`src/design/dswpg_pkg.sv`:
```
// dswpg_pkg: shared types and constants for the dual square-wave generator
// with pwm gating and work-time countdown
// no dependencies
package dswpg_pkg;

    localparam int unsigned PERIOD_W = 16;
    localparam int unsigned LEVEL_W  = 4;
    localparam int unsigned SECS_W   = 16;
    localparam int unsigned SLOT_W   = 4;
    localparam int unsigned KIND_W   = 2;
    localparam int unsigned CFG_IDX_W = 3;
    localparam int unsigned CFG_DATA_W = 16;
    localparam int unsigned IN_DATA_W  = 8;
    localparam int unsigned OUT_DATA_W = 24;

    typedef enum logic [KIND_W-1:0] {
        KIND_SECOND = 2'd0,
        KIND_WAVE   = 2'd1,
        KIND_PWM    = 2'd2,
        KIND_NONE   = 2'd3
    } t_kind;

    typedef enum logic [CFG_IDX_W-1:0] {
        REG_LIGHT_PERIOD = 3'd0,
        REG_SOUND_PERIOD = 3'd1,
        REG_LIGHT_LEVEL  = 3'd2,
        REG_SOUND_LEVEL  = 3'd3,
        REG_WORK_SECONDS = 3'd4
    } t_reg_idx;

    localparam logic [PERIOD_W-1:0] RST_PERIOD = 16'd456;
    localparam logic [LEVEL_W-1:0]  RST_LEVEL  = 4'd10;
    localparam logic [SECS_W-1:0]   RST_SECS   = 16'd3600;

    // one result word
    typedef struct packed {
        logic [SECS_W-1:0] seconds_left;
        logic              standby;
        logic              sound_pin;
        logic              light_pin;
    } t_result;

endpackage

```
`src/design/dswpg_wave.sv`:
```
// dswpg_wave: one square-wave phase counter with its wave level register
// depends on dswpg_pkg
module dswpg_wave (
    input  logic                          i_clk,
    input  logic                          i_rst_n,
    input  logic                          i_en,
    input  logic [dswpg_pkg::PERIOD_W-1:0] i_period,
    output logic                          o_wave
);

    logic [dswpg_pkg::PERIOD_W-1:0] r_phase;
    logic [dswpg_pkg::PERIOD_W-1:0] n_phase;
    logic                           r_wave;
    logic                           n_wave;
    logic [dswpg_pkg::PERIOD_W-1:0] w_inc;

    always_comb begin
        w_inc   = r_phase + dswpg_pkg::PERIOD_W'(1);
        n_phase = r_phase;
        n_wave  = r_wave;
        if (i_en) begin
            // high in the first half, wrap once the period is reached or passed
            n_wave  = (w_inc <= (i_period >> 1));
            n_phase = (w_inc >= i_period) ? '0 : w_inc;
        end
    end

    always_ff @(posedge i_clk) begin
        if (!i_rst_n) begin
            r_phase <= '0;
            r_wave  <= 1'b0;
        end else begin
            r_phase <= n_phase;
            r_wave  <= n_wave;
        end
    end

    assign o_wave = r_wave;

endmodule

```
`src/design/dual_square_wave_with_pwm_gating_core.sv`:
```
// dual_square_wave_with_pwm_gating_core: top level of the light and sound
// square-wave generator with pwm gating and work-time countdown
// depends on dswpg_pkg and dswpg_wave
//
// Usage
// - input stream: one word per tick, tick kind in tdata[1:0]
//   (0 second tick, 1 wave tick, 2 pwm tick, 3 no-op)
// - output stream: one word per input word with the pin levels, the standby
//   flag and the remaining seconds as they stand after that tick
// - configuration: write enable, register index and 16 bit data; registers
//   are light period, sound period, light level, sound level, work seconds;
//   writing work seconds reloads the countdown, other indexes are ignored
// - output: the result is registered in the output register and held there
//   until it is taken
// - throughput: one word per cycle while results are taken; a word is held
//   in the input register and the state advances only when the output
//   register is free or being taken, so a stalled receiver holds the result
//   steady and stops new words one word later
// - reset: pins low, phases and pwm slot at zero, periods 456, levels 10,
//   work time 3600 seconds, standby clear
// - once standby is set it stays set until reset and the pins stay low
module dual_square_wave_with_pwm_gating_core #(
    parameter int unsigned PWM_STEPS = 10
) (
    input  logic                             i_clk,
    input  logic                             i_rst_n,
    // tdata: tick_kind[1:0], zero fill [7:2]
    input  logic                             i_s_tvalid,
    output logic                             o_s_tready,
    input  logic [dswpg_pkg::IN_DATA_W-1:0]  i_s_tdata,
    // tdata: light_pin[0], sound_pin[1], standby[2], seconds_left[18:3],
    // zero fill [23:19]
    output logic                             o_m_tvalid,
    input  logic                             i_m_tready,
    output logic [dswpg_pkg::OUT_DATA_W-1:0] o_m_tdata,
    input  logic                             i_cfg_we,
    input  logic [dswpg_pkg::CFG_IDX_W-1:0]  i_cfg_addr,
    input  logic [dswpg_pkg::CFG_DATA_W-1:0] i_cfg_wdata
);

    localparam logic [dswpg_pkg::SLOT_W-1:0] STEPS = dswpg_pkg::SLOT_W'(PWM_STEPS);

    // configuration
    logic [dswpg_pkg::PERIOD_W-1:0] r_light_period;
    logic [dswpg_pkg::PERIOD_W-1:0] r_sound_period;
    logic [dswpg_pkg::LEVEL_W-1:0]  r_light_level;
    logic [dswpg_pkg::LEVEL_W-1:0]  r_sound_level;

    // input register
    logic             r_in_valid;
    dswpg_pkg::t_kind r_in_kind;

    // state
    logic [dswpg_pkg::SLOT_W-1:0] r_slot;
    logic [dswpg_pkg::SLOT_W-1:0] n_slot;
    logic                         r_light_out;
    logic                         n_light_out;
    logic                         r_sound_out;
    logic                         n_sound_out;
    logic [dswpg_pkg::SECS_W-1:0] r_remaining;
    logic [dswpg_pkg::SECS_W-1:0] n_remaining;
    logic                         r_halted;
    logic                         n_halted;

    // result register
    logic                 r_out_valid;
    dswpg_pkg::t_result   r_out;
    dswpg_pkg::t_result   n_out;

    logic                         w_advance;
    logic                         w_step;
    logic                         w_wave_en;
    logic                         w_light_wave;
    logic                         w_sound_wave;
    logic [dswpg_pkg::SLOT_W-1:0] w_slot_inc;
    logic [dswpg_pkg::SECS_W-1:0] w_rem_dec;
    logic                         w_reload;

    assign w_advance  = !r_out_valid || i_m_tready;
    assign w_step     = r_in_valid && w_advance && !r_halted;
    assign w_wave_en  = w_step && (r_in_kind == dswpg_pkg::KIND_WAVE);
    assign o_s_tready = !r_in_valid || w_advance;
    assign w_reload   = i_cfg_we && (i_cfg_addr == dswpg_pkg::REG_WORK_SECONDS);

    dswpg_wave u_light_wave (
        .i_clk    (i_clk),
        .i_rst_n  (i_rst_n),
        .i_en     (w_wave_en),
        .i_period (r_light_period),
        .o_wave   (w_light_wave)
    );

    dswpg_wave u_sound_wave (
        .i_clk    (i_clk),
        .i_rst_n  (i_rst_n),
        .i_en     (w_wave_en),
        .i_period (r_sound_period),
        .o_wave   (w_sound_wave)
    );

    always_comb begin
        w_slot_inc  = r_slot + dswpg_pkg::SLOT_W'(1);
        w_rem_dec   = r_remaining - dswpg_pkg::SECS_W'(r_remaining != '0);
        n_slot      = r_slot;
        n_light_out = r_light_out;
        n_sound_out = r_sound_out;
        n_remaining = r_remaining;
        n_halted    = r_halted;
        if (w_step) begin
            case (r_in_kind)
                dswpg_pkg::KIND_SECOND: begin
                    n_remaining = w_rem_dec;
                    if (w_rem_dec == '0) begin
                        n_halted    = 1'b1;
                        n_light_out = 1'b0;
                        n_sound_out = 1'b0;
                    end
                end
                dswpg_pkg::KIND_PWM: begin
                    n_light_out = (w_slot_inc <= r_light_level) ? w_light_wave : 1'b0;
                    n_sound_out = (w_slot_inc <= r_sound_level) ? w_sound_wave : 1'b0;
                    n_slot      = (w_slot_inc >= STEPS) ? '0 : w_slot_inc;
                end
                default: begin
                end
            endcase
        end
        if (w_reload) begin
            n_remaining = i_cfg_wdata;
        end
        n_out.light_pin    = n_light_out;
        n_out.sound_pin    = n_sound_out;
        n_out.standby      = n_halted;
        n_out.seconds_left = n_remaining;
    end

    always_ff @(posedge i_clk) begin
        if (!i_rst_n) begin
            r_light_period <= dswpg_pkg::RST_PERIOD;
            r_sound_period <= dswpg_pkg::RST_PERIOD;
            r_light_level  <= dswpg_pkg::RST_LEVEL;
            r_sound_level  <= dswpg_pkg::RST_LEVEL;
        end else if (i_cfg_we) begin
            case (i_cfg_addr)
                dswpg_pkg::REG_LIGHT_PERIOD: r_light_period <= i_cfg_wdata;
                dswpg_pkg::REG_SOUND_PERIOD: r_sound_period <= i_cfg_wdata;
                dswpg_pkg::REG_LIGHT_LEVEL:  r_light_level  <= i_cfg_wdata[dswpg_pkg::LEVEL_W-1:0];
                dswpg_pkg::REG_SOUND_LEVEL:  r_sound_level  <= i_cfg_wdata[dswpg_pkg::LEVEL_W-1:0];
                default: begin
                end
            endcase
        end
    end

    always_ff @(posedge i_clk) begin
        if (!i_rst_n) begin
            r_in_valid  <= 1'b0;
            r_in_kind   <= dswpg_pkg::KIND_SECOND;
            r_out_valid <= 1'b0;
            r_slot      <= '0;
            r_light_out <= 1'b0;
            r_sound_out <= 1'b0;
            r_remaining <= dswpg_pkg::RST_SECS;
            r_halted    <= 1'b0;
        end else begin
            if (o_s_tready) begin
                r_in_valid <= i_s_tvalid;
                r_in_kind  <= dswpg_pkg::t_kind'(i_s_tdata[dswpg_pkg::KIND_W-1:0]);
            end
            if (w_advance) begin
                r_out_valid <= r_in_valid;
            end
            r_slot      <= n_slot;
            r_light_out <= n_light_out;
            r_sound_out <= n_sound_out;
            r_remaining <= n_remaining;
            r_halted    <= n_halted;
        end
    end

    always_ff @(posedge i_clk) begin
        if (w_advance && r_in_valid) begin
            r_out <= n_out;
        end
    end

    assign o_m_tvalid = r_out_valid;
    assign o_m_tdata  = {{(dswpg_pkg::OUT_DATA_W - $bits(dswpg_pkg::t_result)){1'b0}}, r_out};

`ifndef SYNTHESIS
    a_halt_sticky : assert property (@(posedge i_clk) disable iff (!i_rst_n)
        r_halted |=> r_halted)
        else $error("standby flag cleared without reset");

    a_halt_pins_low : assert property (@(posedge i_clk) disable iff (!i_rst_n)
        r_halted |-> (!r_light_out && !r_sound_out))
        else $error("pin driven while in standby");

    a_slot_range : assert property (@(posedge i_clk) disable iff (!i_rst_n)
        r_slot < STEPS)
        else $error("pwm slot out of range");

    a_remaining_hold : assert property (@(posedge i_clk) disable iff (!i_rst_n)
        (!w_reload && !(w_step && (r_in_kind == dswpg_pkg::KIND_SECOND)))
            |=> $stable(r_remaining))
        else $error("remaining seconds changed without a second tick or reload");

    a_stall_no_step : assert property (@(posedge i_clk) disable iff (!i_rst_n)
        (r_out_valid && !i_m_tready) |-> !w_step)
        else $error("state advanced while result stalled");
`endif

endmodule
```
`config.mk`:
```
export PLATFORM = sky130hd
export DESIGN_NAME = dual_square_wave_with_pwm_gating_core
export DESIGN_NICKNAME = d
export VERILOG_FILES = /design/src/design/dswpg_pkg.sv /design/src/design/dswpg_wave.sv /design/src/design/dual_square_wave_with_pwm_gating_core.sv
export SDC_FILE = /design/constraint.sdc
export NUM_CORES = 1
export LEC_CHECK = 0
export BUFFER_PORTS_ARGS = -buffer_cell sky130_fd_sc_hd__clkbuf_2
export CORE_ASPECT_RATIO = 1.25
export CORE_MARGIN = 2
export CORE_UTILIZATION = 40
export DETAILED_ROUTE_END_ITERATION = 16
export PLACE_DENSITY = 0.68
export SETUP_SLACK_MARGIN = 0.05
export SLEW_MARGIN = 20
export SYNTH_ARGS = -nofsm -noshare
export SYNTH_HDL_FRONTEND = slang
export SYNTH_SLANG_ARGS = --single-unit
```
`constraint.sdc`:
```
create_clock -name i_clk -period 4.7 [get_ports i_clk]
set_input_delay 0.235 -clock i_clk [delete_from_list [all_inputs] [get_ports i_clk]]
set_output_delay 0.235 -clock i_clk [all_outputs]
set_load 0.01 [all_outputs]
```
==> flow_summary.toml <==
[synth]
yosys_warnings = 0
ys_seq_area_share_pct = 36.24
syn_area_um2 = 7153
synth-xor-area-share_pct = 4.530
synth_cell_types = 60
synth_top_family_by_area = "simple AND/OR/NAND/NOR gates"
synthMuxAreaShare_pct = 0.9795
synthArstFlopShare_pct = 0
synth_edf_count = 19
netlist_instances = 860
synthAdderAreaFrac_pct = 13.29
ys_ff_latch = 120
synth-main-ff-cell = "dfxtp_1"
syn_avg_cell_area_um2 = 8.318
synth_compound_area_share_pct = 16.37
synth-simple-area-share_pct = 22.90

[global_route]
grt_use_total_pct = 19.16
grt_pass1_vias = 5942
antenna_found_initial = 0
grt_max_degree = 49
grt_pass1_wl_mm = 28.47
grt-ovfl-total = 0

[drt]
wl_mm = 17.46
drc = 0
num_vias = 6207
first_iter_violations = 271
drt-wirelength-per-cell_um = 15.36
drt_pass1_iterations = 6
ant_nets = 0
vias_per_cell = 5.459

[clock_tree]
cts_tree = "yes"
worst_skew_pair.late_latency_ns = 0.42
cts_max_level = 4
postCtsSetupBuffers = 0
cts_root_buffer = "clkbuf_16"
cts.sinks = 120
cts_buffer_depth = 2
path_clk_slew_ns = 0.06
cts_buffers = 17
cts_resized = 0
cts_hold_buf = 0

[final_layout]
antenna_cells = 0
area_growth_pct = 14.48
design_area_um2 = 8189
drive_gt1_share_pct = 10.73
nets = 1008

[floorplan]
core_um2 = 17500
start_util_pct = 40.88
dieWidth_um = 123.6
die_h_um = 153.5
rows = 54
io_pins = 58
fp.dieArea_um2 = 18980

[placement]
dpl-instance-area_um2 = 7576
io_buffers = 46
gp_congestion = 0.9111
dp_hpwl_mm = 13.12

[sta]
fmax_ghz = 0.2563
final.period_utilization_pct = 83.00
skew_ns = 0.008411
slew_viol_final = 0
min_period_ns = 3.901
setup_violations = 0
hold_viol_final = 0
worst_pin_slew_ns = 1.113
grt_setup_unrepaired = "no"
finalSetupTns_ns = 0
slew_headroom_pct = 25.28

[worst_setup_path]
critical_path_buf_inv_count = 1
crit_family = "compound AO/OA/AOI/OAI gates"
cpMaxStageDelayCell = "o21ai_1"
crit_chain = "nand3_1 -> nor2_1 -> nand3_1 -> or3_1 -> xor2_1 -> inv_1 -> ha_1 -> nand4_1 -> nor2_1 -> o211ai_1 -> o21ai_1 -> o22ai_1 -> a21o_1"
crit_arrival_ns = 4.21
start_kind = "register"
crit_path_end_kind = "register"
crit_type = "reg -> reg"
cp.required_ns = 5.01
cpPeakStageDelay_ns = 0.86
cp_max_fo = 17

[run_status]
status = "completed"

[power]
power_density_nw_per_um2 = 320.3
switching_power_mw = 0.6218
seq_power_share_pct = 41.8
combinationalPowerShare_pct = 7.3
p_sw_share_pct = 23.71
leakage_nw = 3.465
p_int_mw = 2.001
vdd_drop_max_mv = 0.2726
pwr-share-clk_pct = 50.9

[hold_path]
hp-class = "in -> reg"

[run]
cap_viol_max_count = 0
tightest hold or removal path, cell delays in order:
cell and delay, ns:
clkbuf_2 0.08, a21oi_1 0.03, nor2_1 0.07
stage by stage:
step	util (%)	total power, mW	hold WS [ns]	std cells	worst slack, ns
after floorplan	-	1.242	0.3524	864	1.254
after global placement	43.29	1.306	0.4436	1105	0.9422
after detailed placement	43.29	1.309	0.4485	1105	0.8849
after CTS	46.80	2.638	0.02313	1137	0.8109
after global routing	46.80	2.703	0.06673	1137	0.5066
final	46.80	2.623	0.03379	1137	0.7991
power groups by stage:
stage                     Sequential [mW]  Combinational (mW)  Clock [mW]
after floorplan                      1.11               0.129           0
after global placement               1.12               0.189           0
after detailed placement             1.12               0.192           0
after CTS                            1.10               0.192        1.35
after global routing                 1.10               0.216        1.39
final                                1.10               0.192        1.33
logic make-up (layout without fill, tap and decap cells):
logic type,Yosys count,in the layout
multiplexers,7,7
adder cells (fa/ha/maj),76,76
other,1,5
AO/OA/AOI/OAI,184,184
XOR/XNOR,37,37
AND/OR/NAND/NOR,333,333
flip-flops,120,120
buffers and inverters,102,151
path summary, 6_finish.rpt:
kind         slack (ns)  cells after the start                                    to                                  from
max                0.80                     13  u_sound_wave.r_phase[5]$_SDFFE_PN0P_  u_sound_wave.r_phase[0]$_SDFFE_PN0P_
min                0.03                      3               r_in_valid$_SDFFE_PN0P_                            i_s_tvalid
max reg2reg        0.80                     13  u_sound_wave.r_phase[5]$_SDFFE_PN0P_  u_sound_wave.r_phase[0]$_SDFFE_PN0P_
min reg2reg        0.46                      2        r_sound_period[4]$_SDFFE_PN0P_        r_sound_period[4]$_SDFFE_PN0P_
state kept, by name (all words and copies together), names as in the netlist, 4 cells and up:
signal	flops
u_sound_wave.r_phase	16
r_remaining	16
r_sound_period	16
r_slot	4
o_m_tdata	19
r_light_level	4
u_light_wave.r_phase	16
r_light_period	16
r_sound_level	4
routing by layer:
layer	global-route usage, %	vias up	share of wire, %
met3	3.487	30	4.1
met2	33.31	150	50
met4	9.091	0	2.9
met5	0	-	0
met1	22.35	2917	43
li1	-	3110	-
cells in the mapped netlist (all sizes together) (19+ instances only):
cell type,count,area share [%]
ha,76,13
o21ai,39,2.7
nand3,33,2.4
nand2,145,7.6
a21oi,63,4.4
clkbuf,29,1.5
edfxtp,19,8.0
inv,66,3.5
nor2,39,2.1
xnor2,22,2.7
dfxtp,101,28
placed cells by master (no fill, tap or decap), types with 5 or more instances in the layout:
master | synthesis | layout
xnor2_1 | 22 | 22
nand2b_1 | 14 | 14
o21a_1 | 6 | 6
and2_1 | 14 | 14
xor2_1 | 15 | 15
mux2i_1 | 7 | 7
nor3_1 | 10 | 10
a21oi_1 | 63 | 63
o211ai_1 | 18 | 18
or2_2 | 5 | 5
clkbuf_16 | 0 | 19
o21ai_0 | 37 | 37
a41oi_1 | 8 | 8
nor2_1 | 38 | 38
o22ai_1 | 10 | 10
buf_4 | 5 | 7
edfxtp_1 | 19 | 19
ha_1 | 76 | 76
dfxtp_1 | 101 | 101
nand3_1 | 31 | 31
inv_1 | 65 | 65
a21o_1 | 9 | 9
nor2b_1 | 12 | 12
nor4_1 | 9 | 9
and3_1 | 12 | 12
conb_1 | 1 | 5
clkbuf_2 | 0 | 46
nand2_1 | 145 | 145
a211oi_1 | 5 | 5
nand4_1 | 18 | 18
cell type report:
cell class,instances,area [um2]
clock inverters,9,112.6
fillers,1699,9310
flip-flops and latches,120,2592
repair buffers,53,282.8
clock buffers,23,500.5
inverters,66,247.7
well taps,224,280.3
multi-input cells,642,4173
Power figures use the tool's default switching activity.
